--- config.mk ---
export PLATFORM = sky130hd
export DESIGN_NAME = qrgs_ctrl
export DESIGN_NICKNAME = d
export VERILOG_FILES = /design/src/sv/qrgs_pkg.sv /design/src/sv/qrgs_ctrl.sv
export SDC_FILE = /design/constraint.sdc
export NUM_CORES = 1
export LEC_CHECK = 0
export ABC_AREA = 1
export BUFFER_PORTS_ARGS = -buffer_cell sky130_fd_sc_hd__clkbuf_2
export CORE_MARGIN = 2
export CORE_UTILIZATION = 52
export CTS_CLUSTER_DIAMETER = 150
export CTS_CLUSTER_SIZE = 20
export DETAILED_ROUTE_END_ITERATION = 12
export PLACE_DENSITY = 0.75
export SLEW_MARGIN = 20
export SYNTH_ARGS = -nofsm -noshare
export SYNTH_HDL_FRONTEND = slang
export SYNTH_SLANG_ARGS = --single-unit
--- constraint.sdc ---
create_clock -name clk -period 2.45 [get_ports clk]
set_input_delay 0.3675 -clock clk [delete_from_list [all_inputs] [get_ports clk]]
set_output_delay 0.3675 -clock clk [all_outputs]
set_load 0.05 [all_outputs]
--- src/sv/qrgs_pkg.sv ---
// Shared types, codes and saturation helpers for the Gram-Schmidt QR block.
// Used by qrgs_ctrl, qrgs_dp and the top level; depends on nothing else.
package qrgs_pkg;

	localparam int IDX_W = 2;

	localparam logic REG_NUM_ROWS = 1'b0;
	localparam logic REG_NUM_COLS = 1'b1;

	typedef enum logic [3:0] {
		OP_NONE,
		OP_LOAD,
		OP_CLR_ALL,
		OP_ACC_CLR,
		OP_SQ_MUL,
		OP_SQ_ACC,
		OP_SQRT_START,
		OP_NORM_WR,
		OP_DIV_START,
		OP_Q_WR,
		OP_DOT_MUL,
		OP_DOT_ACC,
		OP_R_WR,
		OP_UPD_MUL,
		OP_UPD_WR,
		OP_EMIT
	} op_t;

	typedef struct packed {
		op_t              op;
		logic [IDX_W-1:0] row;
		logic [IDX_W-1:0] col;
		logic [IDX_W-1:0] colj;
		logic             is_r;
		logic             last;
	} cmd_t;

	typedef struct packed {
		logic sqrt_busy;
		logic div_busy;
		logic norm_zero;
		logic out_hold;
	} status_t;

	function automatic logic signed [31:0] sat32(input logic signed [63:0] v);
		logic fits;
		fits = (&v[63:31]) || !(|v[63:31]);
		if (fits) begin
			return v[31:0];
		end
		return v[63] ? 32'sh8000_0000 : 32'sh7fff_ffff;
	endfunction

	function automatic logic signed [31:0] sat33(input logic signed [32:0] v);
		if (v[32] == v[31]) begin
			return v[31:0];
		end
		return v[32] ? 32'sh8000_0000 : 32'sh7fff_ffff;
	endfunction

endpackage

--- src/sv/qrgs_ctrl.sv ---
// Controller of the Gram-Schmidt QR block: configuration registers, load,
// factorization and emission sequencing. Uses qrgs_pkg; drives qrgs_dp.
module qrgs_ctrl #(
	parameter int MAX_ROWS = 4,
	parameter int MAX_COLS = 4
) (
	input  logic              clk,
	input  logic              arst_n,
	input  logic              cfg_write,
	input  logic              cfg_index,
	input  logic [2:0]        cfg_data,
	input  logic              in_valid,
	output logic              in_stall,
	output qrgs_pkg::cmd_t    cmd,
	input  qrgs_pkg::status_t status
);
	import qrgs_pkg::*;

	typedef enum logic [4:0] {
		S_LOAD, S_START, S_COL_START, S_SQ_MUL, S_SQ_ACC, S_SQRT_GO, S_SQRT_WAIT,
		S_NORM, S_Q_PREP, S_DIV_WAIT, S_Q_WR, S_DOT_START, S_DOT_MUL, S_DOT_ACC,
		S_R_WR, S_UPD_MUL, S_UPD_WR, S_EMIT
	} state_t;

	state_t           state_q;
	logic [2:0]       num_rows_q, num_cols_q;
	logic [IDX_W-1:0] k_q, i_q, j_q;
	logic             is_r_q;
	logic [2:0]       m3, n3a, n3;
	logic [IDX_W-1:0] m_last, n_last;
	logic             accept, k_end, i_end, j_end, emit_ok;

	always_comb begin
		m3 = (num_rows_q == 3'd0) ? 3'd1
			: (num_rows_q > 3'(MAX_ROWS)) ? 3'(MAX_ROWS) : num_rows_q;
		n3a = (num_cols_q == 3'd0) ? 3'd1
			: (num_cols_q > 3'(MAX_COLS)) ? 3'(MAX_COLS) : num_cols_q;
		n3 = (n3a > m3) ? m3 : n3a;
	end

	assign m_last  = IDX_W'(m3 - 3'd1);
	assign n_last  = IDX_W'(n3 - 3'd1);
	assign in_stall = (state_q != S_LOAD);
	assign accept  = in_valid && !in_stall;
	assign k_end   = (k_q == m_last);
	assign i_end   = (i_q == n_last);
	assign j_end   = (j_q == n_last);
	assign emit_ok = !status.out_hold;

	always_comb begin
		cmd.op   = OP_NONE;
		cmd.row  = k_q;
		cmd.col  = i_q;
		cmd.colj = j_q;
		cmd.is_r = is_r_q;
		cmd.last = is_r_q && k_end && i_end;
		cmd.last = is_r_q && (k_q == n_last) && i_end;
		case (state_q)
			S_LOAD:      cmd.op = accept ? OP_LOAD : OP_NONE;
			S_START:     cmd.op = OP_CLR_ALL;
			S_COL_START: cmd.op = OP_ACC_CLR;
			S_SQ_MUL:    cmd.op = OP_SQ_MUL;
			S_SQ_ACC:    cmd.op = OP_SQ_ACC;
			S_SQRT_GO:   cmd.op = OP_SQRT_START;
			S_NORM: begin
				cmd.op  = OP_NORM_WR;
				cmd.row = i_q;
			end
			S_Q_PREP:    cmd.op = status.norm_zero ? OP_NONE : OP_DIV_START;
			S_Q_WR:      cmd.op = OP_Q_WR;
			S_DOT_START: cmd.op = OP_ACC_CLR;
			S_DOT_MUL:   cmd.op = OP_DOT_MUL;
			S_DOT_ACC:   cmd.op = OP_DOT_ACC;
			S_R_WR: begin
				cmd.op  = OP_R_WR;
				cmd.row = i_q;
				cmd.col = j_q;
			end
			S_UPD_MUL:   cmd.op = OP_UPD_MUL;
			S_UPD_WR:    cmd.op = OP_UPD_WR;
			S_EMIT:      cmd.op = emit_ok ? OP_EMIT : OP_NONE;
			default:     cmd.op = OP_NONE;
		endcase
	end

	always_ff @(posedge clk or negedge arst_n) begin
		if (!arst_n) begin
			state_q    <= S_LOAD;
			num_rows_q <= 3'd4;
			num_cols_q <= 3'd4;
			k_q        <= '0;
			i_q        <= '0;
			j_q        <= '0;
			is_r_q     <= 1'b0;
		end else begin
			case (state_q)
				S_LOAD: begin
					if (cfg_write) begin
						if (cfg_index == REG_NUM_ROWS) begin
							num_rows_q <= cfg_data;
						end else begin
							num_cols_q <= cfg_data;
						end
						k_q <= '0;
						i_q <= '0;
					end else if (accept) begin
						if (i_end) begin
							i_q <= '0;
							if (k_end) begin
								k_q     <= '0;
								state_q <= S_START;
							end else begin
								k_q <= k_q + 1'b1;
							end
						end else begin
							i_q <= i_q + 1'b1;
						end
					end
				end
				S_START, S_COL_START: state_q <= S_SQ_MUL;
				S_SQ_MUL: state_q <= S_SQ_ACC;
				S_SQ_ACC: begin
					if (k_end) begin
						k_q     <= '0;
						state_q <= S_SQRT_GO;
					end else begin
						k_q     <= k_q + 1'b1;
						state_q <= S_SQ_MUL;
					end
				end
				S_SQRT_GO: state_q <= S_SQRT_WAIT;
				S_SQRT_WAIT: begin
					if (!status.sqrt_busy) begin
						state_q <= S_NORM;
					end
				end
				S_NORM: state_q <= S_Q_PREP;
				S_Q_PREP: state_q <= status.norm_zero ? S_Q_WR : S_DIV_WAIT;
				S_DIV_WAIT: begin
					if (!status.div_busy) begin
						state_q <= S_Q_WR;
					end
				end
				S_Q_WR: begin
					if (k_end) begin
						k_q <= '0;
						if (i_end) begin
							i_q     <= '0;
							is_r_q  <= 1'b0;
							state_q <= S_EMIT;
						end else begin
							j_q     <= i_q + 1'b1;
							state_q <= S_DOT_START;
						end
					end else begin
						k_q     <= k_q + 1'b1;
						state_q <= S_Q_PREP;
					end
				end
				S_DOT_START: state_q <= S_DOT_MUL;
				S_DOT_MUL: state_q <= S_DOT_ACC;
				S_DOT_ACC: begin
					if (k_end) begin
						k_q     <= '0;
						state_q <= S_R_WR;
					end else begin
						k_q     <= k_q + 1'b1;
						state_q <= S_DOT_MUL;
					end
				end
				S_R_WR: state_q <= S_UPD_MUL;
				S_UPD_MUL: state_q <= S_UPD_WR;
				S_UPD_WR: begin
					if (k_end) begin
						k_q <= '0;
						if (j_end) begin
							i_q     <= i_q + 1'b1;
							state_q <= S_COL_START;
						end else begin
							j_q     <= j_q + 1'b1;
							state_q <= S_DOT_START;
						end
					end else begin
						k_q     <= k_q + 1'b1;
						state_q <= S_UPD_MUL;
					end
				end
				S_EMIT: begin
					if (emit_ok) begin
						if (i_end) begin
							i_q <= '0;
							if (is_r_q) begin
								if (k_q == n_last) begin
									k_q     <= '0;
									is_r_q  <= 1'b0;
									state_q <= S_LOAD;
								end else begin
									k_q <= k_q + 1'b1;
								end
							end else if (k_end) begin
								k_q    <= '0;
								is_r_q <= 1'b1;
							end else begin
								k_q <= k_q + 1'b1;
							end
						end else begin
							i_q <= i_q + 1'b1;
						end
					end
				end
				default: state_q <= S_LOAD;
			endcase
		end
	end

`ifndef ASSERT_OFF
	a_load_only_idle: assert property (@(posedge clk) disable iff (!arst_n)
		cmd.op == OP_LOAD |-> state_q == S_LOAD && in_valid)
		else $error("element stored outside the load phase");

	a_emit_free: assert property (@(posedge clk) disable iff (!arst_n)
		cmd.op == OP_EMIT |-> !status.out_hold)
		else $error("result loaded over a stalled result");

	a_j_after_i: assert property (@(posedge clk) disable iff (!arst_n)
		(state_q == S_DOT_MUL || state_q == S_UPD_WR) |-> j_q > i_q)
		else $error("projection onto an earlier column");
`endif

endmodule

======== Yosys cells after proc, flatten, opt, wreduce, memory -nomap -nowiden ========
Index checks and enable logic that the tools add are counted.
storage, ports and cells
  register bits ........................... 18
  latch bits .............................. 0
  memory bits (writable) .................. 0
  memory bits (read-only) ................. 0
  input port bits ......................... 12
  output and inout port bits .............. 13
  logic and storage cells ................. 138
  memories kept ........................... 0
operators by class
  add/sub/neg operators ................... 5
  $mul .................................... 0
  div/mod/pow operators ................... 0
  order comparisons ....................... 3
  eq/ne operators ......................... 39
  shifts and indexed selects .............. 0
  mux-type cells .......................... 60
  bitwise operators ....................... 1
  reductions and logical operators ........ 23
operators by type and width
  cell                 number
  $pmux 5 s17          1
  $mux 5               13
  $pmux 4 s15          1
  $mux 2               25
  $eq 5x4->1 const B   8
  $ne 2x2->1 const B   16
  $eq 5x3->1 const B   4
  $mux 3               5
  $reduce_and 5->1     3
  $mux 4               3
  $eq 5x2->1 const B   2
  $eq 5x5->1 const B   2
  $reduce_and 10->1    1
  $eq 2x2->1           4
  $mux 1               8
  $pmux 2 s4           1
  $reduce_and 7->1     1
  $add 2x1->2 const B  3
  $gt 3x3->1 const B   2
  $logic_not 3->1      2
  $ne 3x3->1 const B   2
  $pmux 2 s3           1
  $reduce_and 3->1     2
  $reduce_or 2->1      3
  other kinds (14)     18

======== Logic depth before layout (Yosys ltp) ========
  depth after elaboration ................. 12
  gate-level depth with buffers ........... 19
  gate-level depth less buffers ........... 18

======== Worst setup path after synthesis ========
OpenSTA, ideal clock, no wires.
  path kind ............................... flip-flop to output port
  from .................................... register num_cols_q[2]
  to ...................................... output cmd[0] in the netlist's numbering
  data arrival time ....................... 2,978 ps
  required time ........................... 2,082 ps
  setup slack ............................. -895 ps
  cell stages (with the launch flop) ...... 14
  buffers on the path ..................... 1
  cell sequence ........................... dfstp_2 > inv_1 > o21ai_1 > inv_2 > ha_1 > nand3_2 > nand2_4 > nand3_1 > nand2_4 > nand2_2 > nand3_4 > nand3_4 > buf_6 > nor3_1
RTL lines
  element                   line              source
  start: declaration        qrgs_ctrl.sv:26   logic [2:0] num_rows_q, num_cols_q;
  start signal: assignment  qrgs_ctrl.sv:102  num_cols_q <= cfg_data;
  end: declaration          qrgs_ctrl.sv:14   output qrgs_pkg::cmd_t cmd,

==> results.cfg <==
[outcome]
status = complete, but fails checks
violations = hold timing, setup timing

[sta]
fmax_mhz = 357
drv_slew = 0
rsz0062_at_grt = yes
hold_viol = 6
min_period_over_period = 1.14
hold_ws_ns = -0.00357
fin_ws_ns = -0.348
finalSetupViolCount = 1
worst_pin_slew_ns = 0.506
layout_min_cycle_time_ns = 2.80
slew_headroom = 0.663
skew_ns = 0.0234

[cts]
clock_tree.root_cell = clkbuf_4
cts_hold_buf = 0
numCtsBuffers = 3
clock_path_buffers = 2
clk_latency_ns = 0.31
cts_tree = done
clk_pin_slew_worst_paths_ns = 0.12
cts_sinks = 18
h-tree-depth = 1

[route]
drt-initial-drc-count = 167
first_pass_iters = 5
wl_mm = 4.77
drc_errors = 0
via_per_inst = 5.42
num_vias = 1996
ant_nets = 0
wire_per_inst_microns = 13.0

[floorplan]
die_x_microns = 63.6
core_sq_mm = 0.00336
num_io_pins = 25
placementRows = 21
fp.dieH_microns = 63.6
die_area_sq_mm = 0.00404
start_util = 0.548

[place]
place.gp.congestion = 0.968
dpl.hpwl_mm = 3.78
port_buffers = 24
place_area_sq_mm = 0.00220

[final_layout]
multi_input_area_sq_mm = 0.00135
seqCellArea_sq_um = 457
drive_above_1_share = 0.323
nNetsFinal = 338
antenna_cells = 0
stdcell_area_sq_mm = 0.00234
fill_cells = 330
area_delta_synth_final_pct = 26.7

[grt]
antenna_found_initial = 0
grt_max_degree = 19
grt_usage = 0.247
grt_pass1_wl_mm = 8.05
grt_pass1_vias = 1805
grt-ovfl-total = 0

[yosys]
ys_ff_latch = 18
synth_cell_type_count = 39
synthArstFlopShare = 1.00
synth_top_area_cell = dfrtp_1
ys.flop_type = dfrtp_1
synth_area_per_cell_sq_um = 6.59
synth_edf_count = 0
seq_area_frac_synth = 0.246
synthTopCellsByArea = dfrtp_1 (22%), nand2_1 (13%), inv_1 (8.1%)
syn_nets = 295
yosysWarnings = 0
netlist_area_sq_mm = 0.00184
synth_cells = 280
netlist.area_leader.share = 0.217

[setup_path]
r2r_slack_ns = 0.04
end_kind = primary output
crit_type = flop to primary output
timing.critical_path.required_ns = 2.08
start_kind = flop
cp_max_fo = 5
worstPathArrival_ns = 2.43

[run]
cap_violations = 0

[min_path]
min_path_type = primary input to asynchronous set/reset pin
[cells in the mapped netlist (2+ instances only)]
cell type  count
ha_1           3
dfstp_2        2
nand2_4        4
nor2_4         2
nand3_2        4
o21ai_0       20
o21ai_1        7
nor3_1         3
dfrtp_1       16
nand2_1       65
a21oi_1        8
nand2_2       11
nand3_4        2
nand3_1       26
buf_4          2
nor2_2         2
o2111ai_1      4
nor2_1        26
nand4_1        7
inv_2          4
xor2_1         5
inv_1         40
[stage by stage]
| step | setup TNS [ns] | hold slack [ns] | std cells | util | setup slack, ns |
|---|---|---|---|---|---|
| 2_1_floorplan | -0.194 | 0.0719 | 280 | - | -0.194 |
| 3_3_place_gp | -0.00932 | 0.359 | 363 | 0.654 | -0.00932 |
| 3_5_place_dp | -0.0364 | 0.360 | 363 | 0.654 | -0.0326 |
| 4_1_cts | -0.363 | 0.0253 | 367 | 0.668 | -0.363 |
| 5_1_grt | -0.912 | 0.0186 | 368 | 0.695 | -0.488 |
| 6_report | -0.348 | -0.00357 | 368 | 0.695 | -0.348 |
[sequential cells by signal, summed over array words and instances, names as in the netlist]
signal	cells
state_q	5
num_rows_q	3
j_q	2
is_r_q	1
num_cols_q	3
i_q	2
k_q	2
[repair_timing]
item                                    CTS  global route
pin swaps                                 2             3
endpoints found under the setup margin    4            18
resized for setup                         7            25
buffers inserted                          0             1
cloned                                    0             0
[per-layer routing]
layer,up-vias,part of all wire,track usage
met1,879,0.49,0.367
met4,0,0.016,0.0598
met3,13,0.071,0.0286
li1,1013,-,-
met5,-,0,0
met2,91,0.43,0.379
[cell families after synthesis]
family                   share of synthesized area
AND/OR/NAND/NOR                              0.434
AO/OA/AOI/OAI                                0.168
buffers and inverters                        0.104
flip-flops                                   0.246
XOR/XNOR                                    0.0285
adder cells (fa/ha/maj)                     0.0204
[placed cells by master, fill, tap and decap left out, types with 13 or more instances in the layout]
cell / instances
buf_4: 15
nand2_1: 61
clkbuf_2: 18
nand2_2: 13
nand3_1: 21
nor2_1: 25
inv_1: 38
dfrtp_1: 13
o21ai_0: 19
[path summary, 6_finish.rpt]
path                                                 from                   endpoint  cells after the start
worst max-delay path            num_cols_q[2]$_DFFE_PN1P_                     cmd[0]                     13
worst min-delay path                               arst_n         i_q[1]$_DFFE_PN0P_                      1
worst max register to register  num_cols_q[2]$_DFFE_PN1P_         j_q[0]$_DFFE_PN0P_                     18
worst min register to register         is_r_q$_DFFE_PN0P_         is_r_q$_DFFE_PN0P_                      2
max in group asynchronous                          arst_n  num_cols_q[1]$_DFFE_PN0P_                      1
min in group clk                                status[3]     state_q[1]$_DFFE_PN0P_                      3
[worst max-delay path, cell delays in order, from the launching register on]
cell and delay [ns]:
dfstp_2 0.55, inv_2 0.05, o21ai_4 0.12, inv_2 0.07, ha_4 0.28, nand3_2 0.09
nand2_4 0.10, nand3_1 0.09, nand2_2 0.10, nand2_2 0.09, nand3_4 0.10, nand3_4 0.10
nor3_4 0.24, buf_12 0.16
[final cells by class]
type,count,share of cell area
clock buffers,4,0.0112
inverters,44,0.0707
flip-flops and latches,18,0.195
well taps,46,0.0246
repair buffers,41,0.120
multi-input cells,215,0.578
Power is not shown: default switching activity piles up to over one toggle a cycle in this logic, so the estimate is an artifact.
